$ cat config.mk
export PLATFORM = sky130hd
export DESIGN_NAME = ngn_ctrl
export DESIGN_NICKNAME = d
export VERILOG_FILES = /design/src/hw/rtl/ngn_pkg.sv /design/src/hw/rtl/ngn_ctrl.sv
export SDC_FILE = /design/constraint.sdc
export NUM_CORES = 1
export LEC_CHECK = 0
export ABC_AREA = 1
export BUFFER_PORTS_ARGS = -buffer_cell sky130_fd_sc_hd__clkbuf_2
export CORE_AREA = 3 3 45 57
export DETAILED_ROUTE_END_ITERATION = 8
export DIE_AREA = 0 0 48 60
export PLACE_DENSITY_LB_ADDON = 0.12
export SLEW_MARGIN = 10
export SYNTH_ARGS = -nofsm -noshare
export SYNTH_HDL_FRONTEND = slang
export SYNTH_SLANG_ARGS = --single-unit
export TNS_END_PERCENT = 10
$ cat constraint.sdc
create_clock -name clk -period 1.4 [get_ports clk]
set_input_delay 0.28 -clock clk [delete_from_list [all_inputs] [get_ports clk]]
set_output_delay 0.28 -clock clk [all_outputs]
set_load 0.1 [all_outputs]
$ cat src/hw/rtl/ngn_pkg.sv
package ngn_pkg;

  localparam int DEF_MAX_DIMENSIONS = 6;
  localparam int DEF_TABLE_DEPTH    = 2048;
  localparam int COORD_FIELDS       = 6;
  localparam int COORD_W            = 32;
  localparam int ADDR_FIELD_W       = 11;
  localparam int COMP_W             = 8;
  localparam int DIM_CFG_W          = 3;
  localparam int GRAD_W             = 9;
  localparam int CFG_DATA_W         = 9;
  localparam int CFG_INDEX_W        = 1;
  localparam int VAL_W              = 32;
  localparam int DIV_STEPS          = 32;
  localparam int DIV_CNT_W          = 5;
  localparam int PRIME_W            = 12;

  localparam logic [DIM_CFG_W-1:0] DIM_RESET  = 3'd3;
  localparam logic [GRAD_W-1:0]    GRAD_RESET = 9'd12;
  localparam logic [16:0]          ONE_Q16    = 17'h10000;

  localparam logic [CFG_INDEX_W-1:0] REG_DIMENSION_COUNT = 1'd0;
  localparam logic [CFG_INDEX_W-1:0] REG_GRADIENT_COUNT  = 1'd1;

  localparam logic OP_WRITE = 1'b0;
  localparam logic OP_EVAL  = 1'b1;

  typedef enum logic [4:0] {
    S_IDLE, S_CSTART, S_HSQ, S_HPR, S_HACC, S_M1GO, S_M1WAIT, S_IMUL,
    S_M2GO, S_M2WAIT, S_BSET, S_DRD, S_DMUL, S_DACC, S_VWR, S_FSTART,
    S_FA, S_FB, S_FC, S_FD, S_FE, S_FF, S_FG, S_LRD0, S_LRD1, S_LM1,
    S_LM2, S_LWR
  } state_t;

  typedef enum logic [3:0] {
    MUL_NONE, MUL_SQ, MUL_PRIME, MUL_IDX, MUL_DOT, MUL_FADE_A, MUL_FF,
    MUL_TF, MUL_TB, MUL_L1, MUL_L2
  } mul_sel_t;

  typedef enum logic [2:0] {
    ACC_HOLD, ACC_CLR, ACC_HASH, ACC_ADD, ACC_LOAD
  } acc_op_t;

  typedef enum logic [2:0] {
    J_HOLD, J_CLR, J_INC, J_TOP, J_DEC
  } j_op_t;

  typedef struct packed {
    logic     load;
    logic     tbl_we;
    mul_sel_t msel;
    acc_op_t  acc_op;
    j_op_t    j_op;
    logic     ci_clr;
    logic     ci_inc;
    logic     div_start;
    logic     div_tbl;
    logic     base_ld;
    logic     breg_ld;
    logic     treg_ld;
    logic     wreg_ld;
    logic     x1_ld;
    logic     x2_ld;
    logic     vals_we;
    logic     vals_lerp;
    logic     vals_odd;
    logic     out_ld;
  } cmd_t;

  typedef struct packed {
    logic j_last;
    logic j_zero;
    logic corner_last;
    logic pair_last;
    logic div_busy;
  } status_t;

  function automatic logic [PRIME_W-1:0] hash_prime(input logic [2:0] k);
    logic [PRIME_W-1:0] p;
    case (k)
      3'd0: p = 12'd1699;
      3'd1: p = 12'd2237;
      3'd2: p = 12'd2671;
      3'd3: p = 12'd3571;
      3'd4: p = 12'd1949;
      3'd5: p = 12'd2221;
      3'd6: p = 12'd3469;
      default: p = 12'd3083;
    endcase
    return p;
  endfunction

  function automatic logic signed [65:0] rnd16(input logic signed [65:0] v);
    return (v + 66'sd32768) >>> 16;
  endfunction

endpackage

$ cat src/hw/rtl/ngn_ctrl.sv
module ngn_ctrl import ngn_pkg::*; (
  input  logic    clk,
  input  logic    rst,
  input  logic    in_valid,
  output logic    in_ready,
  input  logic    opcode,
  output logic    out_valid,
  input  logic    out_ready,
  input  status_t st,
  output cmd_t    cmd
);

  state_t state;
  state_t state_next;

  always_ff @(posedge clk) begin
    if (rst) begin
      state <= S_IDLE;
    end else begin
      state <= state_next;
    end
  end

  always_ff @(posedge clk) begin
    if (rst) begin
      out_valid <= 1'b0;
    end else if (cmd.out_ld) begin
      out_valid <= 1'b1;
    end else if (out_ready) begin
      out_valid <= 1'b0;
    end
  end

  always_comb begin
    state_next = state;
    cmd        = '0;
    in_ready   = 1'b0;
    case (state)
      S_IDLE: begin
        in_ready = 1'b1;
        if (in_valid) begin
          if (opcode == OP_EVAL) begin
            cmd.load   = 1'b1;
            cmd.ci_clr = 1'b1;
            state_next = S_CSTART;
          end else begin
            cmd.tbl_we = 1'b1;
          end
        end
      end
      S_CSTART: begin
        cmd.acc_op = ACC_CLR;
        cmd.j_op   = J_CLR;
        state_next = S_HSQ;
      end
      S_HSQ: begin
        cmd.msel   = MUL_SQ;
        state_next = S_HPR;
      end
      S_HPR: begin
        cmd.msel   = MUL_PRIME;
        state_next = S_HACC;
      end
      S_HACC: begin
        cmd.acc_op = ACC_HASH;
        if (st.j_last) begin
          state_next = S_M1GO;
        end else begin
          cmd.j_op   = J_INC;
          state_next = S_HSQ;
        end
      end
      S_M1GO: begin
        cmd.div_start = 1'b1;
        state_next    = S_M1WAIT;
      end
      S_M1WAIT: begin
        if (!st.div_busy) begin
          state_next = S_IMUL;
        end
      end
      S_IMUL: begin
        cmd.msel   = MUL_IDX;
        state_next = S_M2GO;
      end
      S_M2GO: begin
        cmd.div_tbl = 1'b1;
        state_next  = S_M2WAIT;
      end
      S_M2WAIT: begin
        if (!st.div_busy) begin
          state_next = S_BSET;
        end
      end
      S_BSET: begin
        cmd.base_ld = 1'b1;
        cmd.acc_op  = ACC_CLR;
        cmd.j_op    = J_CLR;
        state_next  = S_DRD;
      end
      S_DRD: begin
        state_next = S_DMUL;
      end
      S_DMUL: begin
        cmd.msel   = MUL_DOT;
        state_next = S_DACC;
      end
      S_DACC: begin
        cmd.acc_op = ACC_ADD;
        if (st.j_last) begin
          state_next = S_VWR;
        end else begin
          cmd.j_op   = J_INC;
          state_next = S_DRD;
        end
      end
      S_VWR: begin
        cmd.vals_we = 1'b1;
        if (st.corner_last) begin
          state_next = S_FSTART;
        end else begin
          cmd.ci_inc = 1'b1;
          state_next = S_CSTART;
        end
      end
      S_FSTART: begin
        cmd.j_op   = J_TOP;
        state_next = S_FA;
      end
      S_FA: begin
        cmd.msel   = MUL_FADE_A;
        state_next = S_FB;
      end
      S_FB: begin
        cmd.breg_ld = 1'b1;
        cmd.msel    = MUL_FF;
        state_next  = S_FC;
      end
      S_FC: begin
        cmd.treg_ld = 1'b1;
        state_next  = S_FD;
      end
      S_FD: begin
        cmd.msel   = MUL_TF;
        state_next = S_FE;
      end
      S_FE: begin
        cmd.treg_ld = 1'b1;
        state_next  = S_FF;
      end
      S_FF: begin
        cmd.msel   = MUL_TB;
        state_next = S_FG;
      end
      S_FG: begin
        cmd.wreg_ld = 1'b1;
        cmd.ci_clr  = 1'b1;
        state_next  = S_LRD0;
      end
      S_LRD0: begin
        state_next = S_LRD1;
      end
      S_LRD1: begin
        cmd.vals_odd = 1'b1;
        cmd.x1_ld    = 1'b1;
        state_next   = S_LM1;
      end
      S_LM1: begin
        cmd.x2_ld  = 1'b1;
        cmd.msel   = MUL_L1;
        state_next = S_LM2;
      end
      S_LM2: begin
        cmd.acc_op = ACC_LOAD;
        cmd.msel   = MUL_L2;
        state_next = S_LWR;
      end
      S_LWR: begin
        if (st.pair_last && st.j_zero) begin
          if (!out_valid || out_ready) begin
            cmd.out_ld = 1'b1;
            state_next = S_IDLE;
          end
        end else begin
          cmd.vals_we   = 1'b1;
          cmd.vals_lerp = 1'b1;
          if (st.pair_last) begin
            cmd.j_op   = J_DEC;
            state_next = S_FA;
          end else begin
            cmd.ci_inc = 1'b1;
            state_next = S_LRD0;
          end
        end
      end
      default: begin
        state_next = S_IDLE;
      end
    endcase
  end

`ifndef ASSERT_OFF
  a_out_ld_final: assert property (@(posedge clk) disable iff (rst)
    cmd.out_ld |-> (st.pair_last && st.j_zero))
    else $error("result loaded before the last fold step");

  a_out_no_overwrite: assert property (@(posedge clk) disable iff (rst)
    cmd.out_ld |-> (!out_valid || out_ready))
    else $error("result register overwritten while stalled");

  a_div_idle_start: assert property (@(posedge clk) disable iff (rst)
    cmd.div_start |-> !st.div_busy)
    else $error("modulo unit started while busy");

  a_ready_div_idle: assert property (@(posedge clk) disable iff (rst)
    in_ready |-> !st.div_busy)
    else $error("input ready while modulo unit busy");

  a_out_valid_follows: assert property (@(posedge clk) disable iff (rst)
    cmd.out_ld |=> out_valid)
    else $error("result not presented after load");
`endif

endmodule

==> results of run 1 <==
[synth_stat cells]
master,n,area [µm²]
nor2_4,4,45.0
nor3_2,1,10.0
nand3_2,2,20.0
nor3b_1,3,22.5
nor2_1,28,105
o21ai_0,9,45.0
o31ai_1,2,15.0
nor2_2,3,18.8
inv_1,22,82.6
buf_2,1,5.00
nand2_4,1,11.3
buf_4,2,15.0
nand2_1,44,165
nand3_1,21,105
o311ai_0,1,8.76
nor3_1,3,15.0
dfxtp_1,6,120
a21oi_1,5,25.0
inv_2,6,22.5
a41oi_1,1,8.76
nand4_1,1,6.26
[logic make-up after synthesis]
kind of cell           after synthesis  synth area share, %
buffers and inverters               31                 14.3
AO/OA/AOI/OAI                       18                 11.8
AND/OR/NAND/NOR                    111                 60.1
flip-flops                           6                 13.8
[per-stage QoR]
step | hold WS, ns | TNS (ns) | instance area (µm²)
detailed placement | 0.526 | -6.67 | 1890
floorplan | 0.349 | -19.74 | 971
global placement | 0.508 | -4.00 | 1890
==> impl_results.md, run 1 <==
- Initial Utilization: 43.0%
- Sequential fraction of the synthesis area: 13.8%
- Root Driver: clkbuf_4
- Number of synthesized register bits: 6
- Post-CTS Resized: 23
- Inserted Clock Buffers: 3
- Mapped Avg Cell Area: 5.25 µm²
- Synthesized cell area: 872 µm²
- Synthesized Nets: 176
- Die W: 48 µm
- Placed cell count: 263
- Post-CTS setup repair buffer count: 4
- Post-CTS Hold Fix Bufs: 0
- Port Buf Inserts: 37
- Tool Error: [ERROR DPL-0033] detailed placement checks failed during check placement.
- # rows: 18
- Clk sinks: 6
- Htree depth: 1
- Die Y: 60 µm
- Status: did not finish
- Last stage: clock tree synthesis (4_1_cts)
- Dpl hpwl: 3770 µm
- Global placement routability congestion: 1.09
- Dpl ws: -0.366 ns
- Clock buffer depth: 2
- Syn. warnings: 0
- Yosys cell types: 21
- Mapped Cells: 166
- I/O pin cnt: 38
==> run 2, diff against run 1 <==
Settings changed: CORE_AREA 3 3 45 57 to 3 3 64 66, DIE_AREA 0 0 48 60 to 0 0 67 69, PLACE_DENSITY_LB_ADDON 0.12 to 0.15.
Clock period 1.4 ns to 1.8 ns, I/O delays scaled along.
==> impl_results.md, run 2 <==
- Status: finished with violations (was did not finish)
- Failing checks: setup timing
- # rows: 22 (was 18)
- Die area: 4620 µm²
- Yosys cell types: 21 (unchanged)
- Critical path startpoint: state[0]$_SDFFE_PP0P_
- GRT overflow: 0
- Top sig layer: met4
- Worst-path clk slew: 0.04 ns
- Post-route clock period utilization: 104%
- 1st-iter DRT viols: 42
- Placed cell count: 264 (was 263)
- Multi-input logic area: 800 µm²
- Met2 WL: 1780 µm
- Synthesized Nets: 176 (unchanged)
- Via count: 1281
- Reg area: 133 µm²
- Lkg Pwr: 0.909 nW
- Share of Yosys cell area claimed by the top area cell type: 18.9% (unchanged)
- Worst Path Max Fanout: 5
- DRC viols: 0
- Top FF cell, synth: dfxtp_1 (unchanged)
- Sequential fraction of the synthesis area: 13.8% (unchanged)
- Clk sinks: 6 (unchanged)
- R2r setup slk: 0.24 ns
- Top-count cell post-synth: nand2_1 (unchanged)
- HP Class: in -> reg
- Global placement routability congestion: 0.938 (was 1.09)
- HP Start: rst
- Reg-to-Reg Start: state[0]$_SDFFE_PP0P_
- First-pass GRT wire length: 6020 µm
- Crit Path Class: reg -> out
- Most common cell after layout, fill and taps aside: nand2_1
- Power per Cell Area: 1120 nW/µm²
- Total negative slack: -0.182 ns
- Max reg flops: 5
- Vias in the first global route: 1311
- Top reg by flops: state
- Dpl ws: 0.000809 ns (was -0.366 ns)
- Slew margin rel.: 64.0%
- Initial DRT Pass Iterations: 4
- RSZ-0062 raised after global routing: yes
- Number of synthesized register bits: 6 (unchanged)
- Finished Layout Cells: 274
- CTS tree: yes
- I/O pin cnt: 38 (unchanged)
- Setup violations, final: 6
- Mapped Avg Cell Area: 5.25 µm² (unchanged)
- Root Driver: clkbuf_8 (was clkbuf_4)
- Max-cap violation count: 0
- Placed standard-cell area: 1710 µm² (was 1890 µm²)
- Fin nets: 238
- Share of synthesized registers carrying an async set or reset: 0% (unchanged)
- Largest net degree at the start of global routing: 14
- Routed wl met3: 318 µm
- Synth cell count leaders: 44 x nand2_1, 28 x nor2_1, 22 x inv_1 (unchanged)
- Design Area, Final: 1910 µm²
- M1 wire length: 1440 µm
- Syn. warnings: 0 (unchanged)
- Worst path arrival time: 1.51 ns
- Worst setup SP type: flip-flop
- Inserted Clock Buffers: 3 (unchanged)
- Most frequent cells in the layout: 38 x nand2_1, 27 x buf_12, 21 x buf_4
- Core ar.: 3630 µm²
- Post-CTS Hold Fix Bufs: 0 (unchanged)
- Die W: 67 µm (was 48 µm)
- Yosys top cell by area: nand2_1 (unchanged)
- Htree depth: 1 (unchanged)
- Layout area overhead: 120%
- Max Fclk: 535 MHz
- Max Slew Vio Count: 0
- Synthesized cell area: 872 µm² (unchanged)
- Initial Utilization: 24.0% (was 43.0%)
- Vias per inst: 4.68
- CP required: 1.44 ns
- Port Buf Inserts: 37 (unchanged)
- Peak supply drop: 506 µV
- Routed Antenna Nets: 0
- Clk Latency, worst-skew pair: 0.22 ns
- Worst slew pin tran: 0.543 ns
- Top area cells in the synthesized netlist: nand2_1 19%, dfxtp_1 14%, nand3_1 12% (unchanged)
- Final min period: 1.87 ns
- Die Y: 69 µm (was 60 µm)
- Routed WL per cell: 13.0 µm
- Layout cell share with drive strength beyond 1: 53.1%
- Dpl hpwl: 2980 µm (was 3770 µm)
- Largest registers: state: 5 flops, out_valid: 1 flops
- Clk_skew: 0.00521 ns
- Layout fillers: 375
- Initial antenna violation count: 0
- Worst setup margin: -0.0685 ns
- WL final: 3570 µm
- Final Hold Viols: 0
- Overall Global Routing Usage: 16.3%
- Clock buffer depth: 2 (unchanged)
- Post-synth EDFFs: 0 (unchanged)
- Antenna cell count: 0
- Mapped Cells: 166 (unchanged)
- Critical Path End Type: primary output
run 2: stage by stage:
stage	total power [mW]	util, %	hold slack (ns)
floorplan	1.27	-	0.429
global placement	1.80	46.9	0.522
detailed placement	1.81	46.9	0.519
CTS	2.11	50.6	0.374
global route	2.27	52.7	0.388
finish	2.15	52.7	0.373
run 2: routing by layer:
layer / track usage [%] / vias to the layer above
li1: - / 655
met1: 19.4 / 566
met2: 27.9 / 56
met3: 4.72 / 4
met4: 4.28 / 0
met5: 0 / -
run 2: repair_timing:
item | in CTS | in global routing
pin swaps | 10 | 5
setup endpoints to repair | 22 | 23
buffers inserted | 4 | 3
resized for setup | 25 | 13
run 2: logic make-up (layout without fill, tap and decap cells):
kind of cell,Yosys count,after routing,share of synthesized area [%]
compound gates,18,18,11.8
flops,6,6,13.8
buf+inv,31,91,14.3
simple gates,111,111,60.1
run 2: power breakdown:
part / switching, mW / internal, mW
clock: 0.0586 / 0.144
sequential: 0.0515 / 0.167
combinational: 1.12 / 0.614
total: 1.23 / 0.924
run 2: layout make-up:
class	count	share of cell area, %
flip-flops and latches	6	6.93
multi-input cells	129	41.8
well taps	48	3.14
repair buffers	60	40.3
clock buffers	3	2.16
inverters	28	5.75
run 2: worst paths after layout:
| kind | end | cells after the start |
|---|---|---|
| setup / recovery | cmd[24] | 7 |
| hold / removal | state[3]$_SDFFE_PP0P_ | 2 |
| hold reg to reg | out_valid$_SDFFE_PP0P_ | 2 |
| setup reg to reg | state[2]$_SDFFE_PP0P_ | 11 |
run 2: critical path, cell delays in order (launching register included):
cell     delay (ns)
dfxtp_2        0.34
buf_6          0.13
nor2_4         0.13
nand2_4        0.09
nor2_4         0.10
inv_2          0.07
nor3b_4        0.22
buf_12         0.20
(Power assumes the default switching activity.)
